===== src/rtl/core/pocs_pkg.sv =====
package pocs_pkg;

  localparam int unsigned REG_W = 16;

  // Request codes
  localparam logic [1:0] REQ_TICK  = 2'd0;
  localparam logic [1:0] REQ_BEGIN = 2'd1;
  localparam logic [1:0] REQ_CLICK = 2'd2;
  localparam logic [1:0] REQ_RSVD  = 2'd3;

  // Action codes
  localparam logic [2:0] ACT_NONE       = 3'd0;
  localparam logic [2:0] ACT_BEGIN      = 3'd1;
  localparam logic [2:0] ACT_BLINK      = 3'd2;
  localparam logic [2:0] ACT_OK         = 3'd3;
  localparam logic [2:0] ACT_ERROR      = 3'd4;
  localparam logic [2:0] ACT_POWER_DOWN = 3'd5;
  localparam logic [2:0] ACT_RESTORE    = 3'd6;

  // Phase codes as reported on the result channel
  localparam logic [2:0] PH_IDLE    = 3'd0;
  localparam logic [2:0] PH_RELEASE = 3'd1;
  localparam logic [2:0] PH_CLICK1  = 3'd2;
  localparam logic [2:0] PH_CLICK2  = 3'd3;
  localparam logic [2:0] PH_CLICK3  = 3'd4;
  localparam logic [2:0] PH_FINAL   = 3'd5;
  localparam logic [2:0] PH_FAIL    = 3'd6;

  // Configuration register indexes
  localparam logic [1:0] CFG_WIN_LOW  = 2'd0;
  localparam logic [1:0] CFG_WIN_HIGH = 2'd1;
  localparam logic [1:0] CFG_TIMEOUT  = 2'd2;
  localparam logic [1:0] CFG_OFF_DLY  = 2'd3;

  localparam logic [REG_W-1:0] WIN_LOW_RST  = 16'd1400;
  localparam logic [REG_W-1:0] WIN_HIGH_RST = 16'd1800;
  localparam logic [REG_W-1:0] TIMEOUT_RST  = 16'd4000;
  localparam logic [REG_W-1:0] OFF_DLY_RST  = 16'd2000;

  typedef enum logic [6:0] {
    ST_IDLE    = 7'b0000001,
    ST_RELEASE = 7'b0000010,
    ST_CLICK1  = 7'b0000100,
    ST_CLICK2  = 7'b0001000,
    ST_CLICK3  = 7'b0010000,
    ST_FINAL   = 7'b0100000,
    ST_FAIL    = 7'b1000000
  } phase_t;

  typedef struct packed {
    logic [1:0] req_type;
    logic       button_pressed;
  } in_item_t;

  typedef struct packed {
    logic [2:0] action;
    logic [2:0] phase_out;
  } out_item_t;

  typedef struct packed {
    logic [REG_W-1:0] window_low_ms;
    logic [REG_W-1:0] window_high_ms;
    logic [REG_W-1:0] timeout_ms;
    logic [REG_W-1:0] off_delay_ms;
  } cfg_t;

  function automatic logic [2:0] phase_code(phase_t ph);
    logic [2:0] code;
    unique case (ph)
      ST_IDLE:    code = PH_IDLE;
      ST_RELEASE: code = PH_RELEASE;
      ST_CLICK1:  code = PH_CLICK1;
      ST_CLICK2:  code = PH_CLICK2;
      ST_CLICK3:  code = PH_CLICK3;
      ST_FINAL:   code = PH_FINAL;
      ST_FAIL:    code = PH_FAIL;
      default:    code = PH_IDLE;
    endcase
    return code;
  endfunction

endpackage


===== src/rtl/core/pocs_cfg.sv =====
module pocs_cfg (
  input  logic                           clk,
  input  logic                           rst_n,
  input  logic                           cfg_we,
  input  logic [1:0]                     cfg_index,
  input  logic [pocs_pkg::REG_W-1:0]     cfg_wdata,
  output pocs_pkg::cfg_t                 cfg
);

  pocs_pkg::cfg_t cfg_r;

  always_ff @(posedge clk) begin
    if (!rst_n) begin
      cfg_r.window_low_ms  <= pocs_pkg::WIN_LOW_RST;
      cfg_r.window_high_ms <= pocs_pkg::WIN_HIGH_RST;
      cfg_r.timeout_ms     <= pocs_pkg::TIMEOUT_RST;
      cfg_r.off_delay_ms   <= pocs_pkg::OFF_DLY_RST;
    end else if (cfg_we) begin
      unique case (cfg_index)
        pocs_pkg::CFG_WIN_LOW:  cfg_r.window_low_ms  <= cfg_wdata;
        pocs_pkg::CFG_WIN_HIGH: cfg_r.window_high_ms <= cfg_wdata;
        pocs_pkg::CFG_TIMEOUT:  cfg_r.timeout_ms     <= cfg_wdata;
        pocs_pkg::CFG_OFF_DLY:  cfg_r.off_delay_ms   <= cfg_wdata;
        default: ;
      endcase
    end
  end

  assign cfg = cfg_r;

endmodule


===== src/rtl/core/pocs_seq.sv =====
module pocs_seq #(
  parameter int unsigned TIMER_BITS = 16
) (
  input  logic                clk,
  input  logic                rst_n,
  input  logic                accept,
  input  pocs_pkg::in_item_t  in_item,
  input  pocs_pkg::cfg_t      cfg,
  output pocs_pkg::out_item_t result
);

  localparam int unsigned CMP_W = (TIMER_BITS > pocs_pkg::REG_W) ? TIMER_BITS : pocs_pkg::REG_W;
  localparam logic [TIMER_BITS-1:0] TIMER_MAX = {TIMER_BITS{1'b1}};

  pocs_pkg::phase_t        phase_r, phase_nxt;
  logic [TIMER_BITS-1:0]   elapsed_r, elapsed_nxt;
  logic [TIMER_BITS-1:0]   elapsed_inc;
  logic [CMP_W-1:0]        inc_x, cur_x;
  logic                    tmo_hit, off_hit, win_ok;
  logic [2:0]              act;

  // saturating millisecond count
  assign elapsed_inc = (elapsed_r == TIMER_MAX) ? elapsed_r : elapsed_r + TIMER_BITS'(1);
  assign inc_x       = CMP_W'(elapsed_inc);
  assign cur_x       = CMP_W'(elapsed_r);
  assign tmo_hit     = inc_x >= CMP_W'(cfg.timeout_ms);
  assign off_hit     = inc_x >= CMP_W'(cfg.off_delay_ms);
  assign win_ok      = (cur_x > CMP_W'(cfg.window_low_ms)) &&
                       (cur_x < CMP_W'(cfg.window_high_ms));

  always_comb begin
    phase_nxt   = phase_r;
    elapsed_nxt = elapsed_r;
    act         = pocs_pkg::ACT_NONE;
    if (accept) begin
      unique case (in_item.req_type)
        pocs_pkg::REQ_TICK: begin
          unique case (phase_r)
            pocs_pkg::ST_RELEASE: begin
              elapsed_nxt = elapsed_inc;
              if (!in_item.button_pressed) begin
                phase_nxt   = pocs_pkg::ST_CLICK1;
                elapsed_nxt = '0;
                act         = pocs_pkg::ACT_BLINK;
              end else if (tmo_hit) begin
                phase_nxt   = pocs_pkg::ST_FAIL;
                elapsed_nxt = '0;
                act         = pocs_pkg::ACT_ERROR;
              end
            end
            pocs_pkg::ST_CLICK1, pocs_pkg::ST_CLICK2, pocs_pkg::ST_CLICK3: begin
              elapsed_nxt = elapsed_inc;
              if (tmo_hit) begin
                phase_nxt   = pocs_pkg::ST_FAIL;
                elapsed_nxt = '0;
                act         = pocs_pkg::ACT_ERROR;
              end
            end
            pocs_pkg::ST_FINAL: begin
              elapsed_nxt = elapsed_inc;
              if (off_hit) begin
                phase_nxt   = pocs_pkg::ST_IDLE;
                elapsed_nxt = '0;
                act         = pocs_pkg::ACT_POWER_DOWN;
              end
            end
            pocs_pkg::ST_FAIL: begin
              elapsed_nxt = elapsed_inc;
              if (tmo_hit) begin
                phase_nxt   = pocs_pkg::ST_IDLE;
                elapsed_nxt = '0;
                act         = pocs_pkg::ACT_RESTORE;
              end
            end
            default: ;
          endcase
        end
        pocs_pkg::REQ_BEGIN: begin
          if (phase_r == pocs_pkg::ST_IDLE) begin
            phase_nxt   = pocs_pkg::ST_RELEASE;
            elapsed_nxt = '0;
            act         = pocs_pkg::ACT_BEGIN;
          end
        end
        pocs_pkg::REQ_CLICK: begin
          if (phase_r == pocs_pkg::ST_CLICK1 || phase_r == pocs_pkg::ST_CLICK2 ||
              phase_r == pocs_pkg::ST_CLICK3) begin
            elapsed_nxt = '0;
            if (!win_ok) begin
              phase_nxt = pocs_pkg::ST_FAIL;
              act       = pocs_pkg::ACT_ERROR;
            end else if (phase_r == pocs_pkg::ST_CLICK3) begin
              phase_nxt = pocs_pkg::ST_FINAL;
              act       = pocs_pkg::ACT_OK;
            end else begin
              phase_nxt = (phase_r == pocs_pkg::ST_CLICK1) ? pocs_pkg::ST_CLICK2
                                                           : pocs_pkg::ST_CLICK3;
              act       = pocs_pkg::ACT_BLINK;
            end
          end
        end
        pocs_pkg::REQ_RSVD: ;
        default: ;
      endcase
    end
  end

  always_ff @(posedge clk) begin
    if (!rst_n) begin
      phase_r   <= pocs_pkg::ST_IDLE;
      elapsed_r <= '0;
    end else begin
      phase_r   <= phase_nxt;
      elapsed_r <= elapsed_nxt;
    end
  end

  assign result.action    = act;
  assign result.phase_out = pocs_pkg::phase_code(phase_nxt);

endmodule


===== src/rtl/core/pocs_obuf.sv =====
module pocs_obuf (
  input  logic                clk,
  input  logic                rst_n,
  input  logic                wr_en,
  input  pocs_pkg::out_item_t wr_item,
  output logic                full,
  output logic                out_valid,
  input  logic                out_stall,
  output pocs_pkg::out_item_t out_item
);

  pocs_pkg::out_item_t buf_r [2];
  logic       wr_ptr_r, rd_ptr_r;
  logic [1:0] cnt_r, cnt_nxt;
  logic       rd_en;

  assign rd_en     = out_valid && !out_stall;
  assign out_valid = cnt_r != 2'd0;
  assign full      = cnt_r == 2'd2;
  assign out_item  = buf_r[rd_ptr_r];

  always_comb begin
    cnt_nxt = cnt_r;
    if (wr_en && !rd_en) begin
      cnt_nxt = cnt_r + 2'd1;
    end else if (rd_en && !wr_en) begin
      cnt_nxt = cnt_r - 2'd1;
    end
  end

  always_ff @(posedge clk) begin
    if (wr_en) begin
      buf_r[wr_ptr_r] <= wr_item;
    end
  end

  always_ff @(posedge clk) begin
    if (!rst_n) begin
      wr_ptr_r <= 1'b0;
      rd_ptr_r <= 1'b0;
      cnt_r    <= 2'd0;
    end else begin
      if (wr_en) begin
        wr_ptr_r <= ~wr_ptr_r;
      end
      if (rd_en) begin
        rd_ptr_r <= ~rd_ptr_r;
      end
      cnt_r <= cnt_nxt;
    end
  end

endmodule


===== src/rtl/core/power_off_click_sequence_top.sv =====
// Guarded power-off click sequencer.
// Input channel (in_valid / in_stall / in_item): one transaction is a tick,
// a begin request or a click; every accepted transaction yields exactly one
// result transaction (out_valid / out_stall / out_item) carrying the action
// and the phase after that transaction.
// Configuration (cfg_we / cfg_index / cfg_wdata) writes the window, timeout
// and off-delay registers; write them only while no transaction is in flight.
// Each result is registered into the output buffer on acceptance and offered from there on out_valid.
// One transaction is accepted per cycle while in_stall is low; the phase and
// timer update feeds a two-entry output buffer.
// When the receiver stalls, the buffer absorbs one more result; in_stall
// rises only while both buffer entries are occupied.
// Reset (rst_n low, synchronous): phase returns to idle, the timer clears,
// registers take their default values and the output buffer empties.
module power_off_click_sequence_top #(
  parameter int unsigned TIMER_BITS = 16
) (
  input  logic                           clk,
  input  logic                           rst_n,
  input  logic                           in_valid,
  output logic                           in_stall,
  input  pocs_pkg::in_item_t             in_item,
  output logic                           out_valid,
  input  logic                           out_stall,
  output pocs_pkg::out_item_t            out_item,
  input  logic                           cfg_we,
  input  logic [1:0]                     cfg_index,
  input  logic [pocs_pkg::REG_W-1:0]     cfg_wdata
);

  pocs_pkg::cfg_t      cfg;
  pocs_pkg::out_item_t result;
  logic                accept;
  logic                full;

  assign in_stall = full;
  assign accept   = in_valid && !full;

  pocs_cfg u_cfg (
    .clk       (clk),
    .rst_n     (rst_n),
    .cfg_we    (cfg_we),
    .cfg_index (cfg_index),
    .cfg_wdata (cfg_wdata),
    .cfg       (cfg)
  );

  pocs_seq #(
    .TIMER_BITS (TIMER_BITS)
  ) u_seq (
    .clk     (clk),
    .rst_n   (rst_n),
    .accept  (accept),
    .in_item (in_item),
    .cfg     (cfg),
    .result  (result)
  );

  pocs_obuf u_obuf (
    .clk       (clk),
    .rst_n     (rst_n),
    .wr_en     (accept),
    .wr_item   (result),
    .full      (full),
    .out_valid (out_valid),
    .out_stall (out_stall),
    .out_item  (out_item)
  );

endmodule


===== config.mk =====
export PLATFORM = sky130hd
export DESIGN_NAME = power_off_click_sequence_top
export DESIGN_NICKNAME = d
export VERILOG_FILES = /design/src/rtl/core/pocs_pkg.sv /design/src/rtl/core/pocs_cfg.sv /design/src/rtl/core/pocs_seq.sv /design/src/rtl/core/pocs_obuf.sv /design/src/rtl/core/power_off_click_sequence_top.sv
export SDC_FILE = /design/constraint.sdc
export NUM_CORES = 1
export LEC_CHECK = 0
export BUFFER_PORTS_ARGS = -buffer_cell sky130_fd_sc_hd__buf_2
export CAP_MARGIN = 10
export CORE_ASPECT_RATIO = 1.1
export CORE_MARGIN = 8
export CORE_UTILIZATION = 45
export CTS_CLUSTER_DIAMETER = 40
export DETAILED_ROUTE_END_ITERATION = 7
export PLACE_DENSITY = 0.61
export SYNTH_ARGS = -nofsm -noshare
export SYNTH_HDL_FRONTEND = slang
export SYNTH_SLANG_ARGS = --single-unit

===== constraint.sdc =====
create_clock -name clk -period 6.83 [get_ports clk]
set_input_delay 1.366 -clock clk [delete_from_list [all_inputs] [get_ports clk]]
set_output_delay 1.366 -clock clk [all_outputs]
set_load 0.005 [all_outputs]

Yosys cells after proc, flatten, opt, wreduce, memory -nomap -nowiden
Memory sizes are Yosys's and may differ from the RTL's. A register that Yosys moved wholly into a read port is not among the register bits.
Cells that the tools add are included.
Cells by class
  add/sub/neg operators: 3
  magnitude comparators: 4
  equality and inequality tests: 23
  mux-type cells: 38
  bitwise operators: 2
  reduce and logical (&&, ||, !) cells: 23
Operator list (number)
  two-way mux 16 bit: 6
  case mux 16 bit (3 select lines): 2
  two-way mux 7 bit: 9
  >= comparator 16 bit: 2
  case mux 7 bit (4 select lines): 1
  two-way mux 3 bit: 7
  case mux 7 bit (3 select lines): 1
  case mux 3 bit (6 select lines): 1
  adder 16 x 1 -> 16 bit, second input constant: 1
  equality test 16 bit, second input constant: 1
  > comparator 16 bit: 1
  less-than comparator 16 bit: 1
  equality test 7 x 2 -> 1 bit, second input constant: 2
  equality test 7 x 3 -> 1 bit, second input constant: 2
  equality test 7 x 4 -> 1 bit, second input constant: 2
  equality test 7 x 5 -> 1 bit, second input constant: 2
  equality test 7 x 6 -> 1 bit, second input constant: 2
  equality test 7 bit, second input constant: 2
  case mux 3 bit (4 select lines): 1
  case mux 3 bit (3 select lines): 1
  equality test 2 bit, second input constant: 4
  AND reduction 2 bit: 4
  equality test 7 x 1 -> 1 bit, second input constant: 1
  two-way mux 1 bit: 6
  17 further kinds: 31
Storage, ports and cells
  bits in registers: 91
  RAM bits: 12
  input bits: 26
  word-level logic and storage cells: 103
  memories kept: 1
Memories
  u_obuf.buf_r: depth 2, bits a word 6, rd ports 1, clocked after memory_dff 1, wr ports 1, RTL line pocs_obuf.sv:12  | pocs_pkg::out_item_t buf_r [2];

Logic depth before layout (Yosys ltp)
  depth in word-level cells: 10
  gate-level depth with buffers: 20
  mapped depth without buffers: 17

Modules after synthesis
Synthesis repeated with hierarchy kept, for this count alone.
Second synthesis, totals
  cell total of the unflattened synthesis: 772
  area, all modules: 6781.5 um^2
Modules (own cells, without submodules)
  pocs_seq: instances 1, cells an instance 491, area an instance 3617.2 um^2, sequential area each 460.4 um^2
  pocs_cfg: instances 1, cells an instance 239, area an instance 2493.6 um^2, sequential area each 1281.2 um^2
  pocs_obuf: instances 1, cells an instance 41, area an instance 656.9 um^2, sequential area each 460.4 um^2
  power_off_click_sequence_top: instances 1, cells an instance 1, area an instance 13.8 um^2, sequential area each 0.0 um^2

Worst setup path before layout
OpenSTA, ideal clock, no wires.
  path kind: register to register
  start: reg u_seq.elapsed_r[3] (netlist: u_seq.cur_x[3])
  end: reg u_seq.elapsed_r[0] (netlist: u_seq.cur_x[0])
  data arrival time: 4.701 ns
  required time: 6.760 ns
  setup slack: 2.058 ns
  cell stages (with the launch flop): 20
  cells stage by stage: dfxtp_1 buf_2 and4_1 nand4_1 or4_1 or3_1 clkbuf_1 and2_1 and3_1 xor2_1 ha_1 and3_1 a221oi_1 o32a_1 a21boi_0 or4_1 nor2_1 clkbuf_1 nand3_1 a21oi_1
On the way
  cells in the longest elaborated chain, start to end: 7
RTL lines
  start: declaration: RTL line pocs_seq.sv:16  | logic [TIMER_BITS-1:0] elapsed_r, elapsed_nxt;
  start signal: assignment: RTL line pocs_seq.sv:114  | elapsed_r <= elapsed_nxt;
  adder 16 x 1 -> 16 bit or equality test 16 bit (tied branches): RTL line pocs_seq.sv:23  | assign elapsed_inc = (elapsed_r == TIMER_MAX) ? elapsed_r : elapsed_r + TIMER_BITS'(1);
  two-way mux 16 bit *: RTL line pocs_seq.sv:23
  >= comparator 16 bit: RTL line pocs_seq.sv:26  | assign tmo_hit = inc_x >= CMP_W'(cfg.timeout_ms);
  two-way mux 16 bit: RTL line pocs_seq.sv:45, pocs_seq.sv:53, pocs_seq.sv:69
  two-way mux 16 bit: RTL line pocs_seq.sv:41  | if (!in_item.button_pressed) begin
  case mux 16 bit (3 select lines) *: RTL line pocs_seq.sv:38  | unique case (phase_r)
  case mux 16 bit (3 select lines) *: RTL line pocs_seq.sv:36  | unique case (in_item.req_type)
Every way passes the cells marked *; elsewhere a longest branch is shown, timed or not.
A chain may end at the register's enable or synchronous reset.

Worst setup path in the final report
Same ends and word-level chain as after synthesis.

==> flow_summary.ini <==
[sta]
holdWs_ns = 0.455
rsz0062_at_grt = no
tightestPinTransition_ns = 0.935
timing.final.crit_share = 0.874
final.setup.tns_ns = 0
setup_ws_ns = 0.858
maxSlewViolCount = 0
fmax_mhz = 167
final-setup-viol-count = 0
timing_hold_violations_final = 0
fin_crit_ns = 5.97
slew_headroom = 0.377
clock_skew_ns = 0.00583

[logic_synthesis]
yosysSeqAreaShare = 0.349
synth_edf_count = 12
synthCells = 787
async_flop_share = 0
syn_nets = 882
avgSynthCellArea_um2 = 8.03
synth_area_um2 = 6320
synth_ff_type = dfxtp_1
synth_cell_types = 64
ys_ff_latch = 104
yosys_warnings = 0

[placed_design]
hpwl_mm = 13.3
dpl.cell_count = 980
preCtsSetupSlack_ns = 1.02
io_buffers = 33
gp_congestion = 0.899
place_area_um2 = 6630

[floorplanning]
die_h_um = 140
start_util = 0.458
core_area_um2 = 13800
row_count = 45
io_pins = 34
die_area_um2 = 18100
die_width_um = 129

[global_routing]
track_usage = 0.198
grt_pass1_vias = 5623
grt_max_degree = 43
grt_pass1_wl_mm = 28.2
grt-ovfl-total = 0
antenna_found_initial = 0

[cts]
clock-root-buffer = clkbuf_16
clkSinkCount = 104
cts_resized = 0
cts_tree = done
numCtsBuffers = 9
post_cts_buffers = 0
clk_pin_slew_ns = 0.08
cts.htree.levels = 3
clockBufferDepth = 2
insertion_delay_ns = 0.36
cts_hold_buf = 0

[cells_and_area]
drive_above_1_share = 0.0842
regArea_um2 = 2200
design_area_um2 = 6930
fin_cells = 996
layout_common_cells = 143 x nand2_1, 92 x dfxtp_1, 77 x a21oi_1, 71 x inv_1, 69 x ha_1
num-fill-cells = 1378
multi_input_area_um2 = 3730
num_antenna_cells = 0
layout_commonest_cell = nand2_1
fin_nets = 898
area_growth_pct = 9.72

[detailed_routing]
vias_per_cell = 5.61
vias = 5587
drt_iter0_markers = 346
dr.pass1.iters = 5
wl_mm = 17.4
route.detailed.drc = 0
detail_route.wl_per_cell_um = 17.5
ant_nets = 0

[critical_path]
criticalPathCategory = flop to flop
r2r-end = u_seq.cur_x[0]$_SDFFE_PN0P_
critPathCaptureType = flop
crit-reg2reg-launch = u_seq.cur_x[3]$_SDFFE_PN0P_
rr_worst_depth = 17
rrSetupSlack_ns = 0.86
crit_arrival_ns = 6.25
start_kind = flop
crit_required_ns = 7.11
path_max_fanout = 12

[pwr]
irDropWorstVdd_uv = 139
leakage_nw = 2.90
p_per_area_nw_per_um2 = 207

[min_path]
hold_depth = 2
hold_class = flop to flop
worstHoldStart = u_cfg.cfg[1]$_SDFFE_PN0P_
holdPathEnd = u_cfg.cfg[1]$_SDFFE_PN0P_

[status]
status = finished, final reports clean

[job]
maxCapViolations = 0
[synth_stat cells, types with 9 or more instances]
| library cell | instances | area (um^2) |
|---|---|---|
| nor2_1 | 49 | 184 |
| xnor2_1 | 10 | 87.6 |
| nand2_1 | 143 | 537 |
| a21oi_1 | 77 | 385 |
| xor2_1 | 10 | 87.6 |
| o211ai_1 | 27 | 203 |
| and3_1 | 9 | 56.3 |
| dfxtp_1 | 92 | 1840 |
| nand4_1 | 14 | 87.6 |
| o21ai_0 | 25 | 125 |
| ha_1 | 69 | 863 |
| nand3_1 | 15 | 75.1 |
| inv_1 | 71 | 267 |
| edfxtp_1 | 12 | 360 |
| clkbuf_1 | 30 | 113 |
[kinds of logic after synthesis]
logic type | count (synthesis) | share of synthesized area
flops | 104 | 0.349
fa+ha+maj | 69 | 0.137
buf+inv | 104 | 0.0626
compound gates | 185 | 0.187
mux | 9 | 0.0156
simple gates | 296 | 0.222
xor+xnor | 20 | 0.0277
[per-layer routing]
layer	routed length, um	GRT usage
met5	0	0
met4	471	0.0799
met3	589	0.0383
met2	8940	0.354
met1	7390	0.224
[area by class of cell]
class                   instances  share of cell area
inverters                      72              0.0390
multi-input cells             579               0.537
clock buffers                   9              0.0325
clock inverters                 7              0.0114
repair buffers                 37              0.0282
well taps                     188              0.0339
flip-flops and latches        104               0.318
[stage by stage]
stage	power, mW	util
after floorplan	0.832	-
after global placement	0.903	0.481
after detailed placement	0.910	0.481
after CTS	1.45	0.503
after global routing	1.50	0.503
final	1.43	0.503
[worst max-delay path: stages, from the launching register on]
cell and delay (ns):
dfxtp_1 0.51, and4_1 0.30, nand4_1 0.18, or4_1 0.59
or3_1 0.45, and2_1 0.26, nand2_1 0.11, xnor2_1 0.16
ha_1 0.31, a21oi_1 0.16, o21ai_0 0.11, a221oi_1 0.55
and2_1 0.29, nor2_1 0.05, or4_1 0.72, nor2_1 0.77
nand3_1 0.16, a21oi_1 0.19
[registers in the layout, indices dropped and copies added, names as in the netlist, named ones only]
| register | cells |
|---|---|
| u_obuf.rd_ptr_r | 1 |
| u_obuf.wr_ptr_r | 1 |
| u_cfg.cfg | 64 |
| u_obuf.buf_r | 12 |
| u_seq.phase_r | 7 |
| u_seq.cur_x | 16 |
| u_obuf.cnt_r | 2 |
[worst max-delay path by stage]
stage	endpoint	cells after the start	from	slack, ns
after floorplan	u_seq.cur_x[0]$_SDFFE_PN0P_	19	u_seq.cur_x[3]$_SDFFE_PN0P_	2.06
after global placement	u_seq.cur_x[11]$_SDFFE_PN0P_	16	u_seq.cur_x[3]$_SDFFE_PN0P_	1.12
after detailed placement	u_seq.cur_x[11]$_SDFFE_PN0P_	17	u_seq.cur_x[3]$_SDFFE_PN0P_	1.02
after CTS	u_seq.cur_x[11]$_SDFFE_PN0P_	17	u_seq.cur_x[3]$_SDFFE_PN0P_	0.99
after global routing	u_seq.cur_x[9]$_SDFFE_PN0P_	17	u_seq.cur_x[3]$_SDFFE_PN0P_	0.55
final	u_seq.cur_x[0]$_SDFFE_PN0P_	17	u_seq.cur_x[3]$_SDFFE_PN0P_	0.86
[where the power goes]
group          total, mW  leakage, nW  switching [mW]  internal, mW
sequential         0.679        0.865          0.0214         0.657
clock              0.539        0.146           0.250         0.289
combinational      0.217         1.89           0.129        0.0878
total               1.43         2.90           0.401          1.03
(Power assumes the default switching activity.)
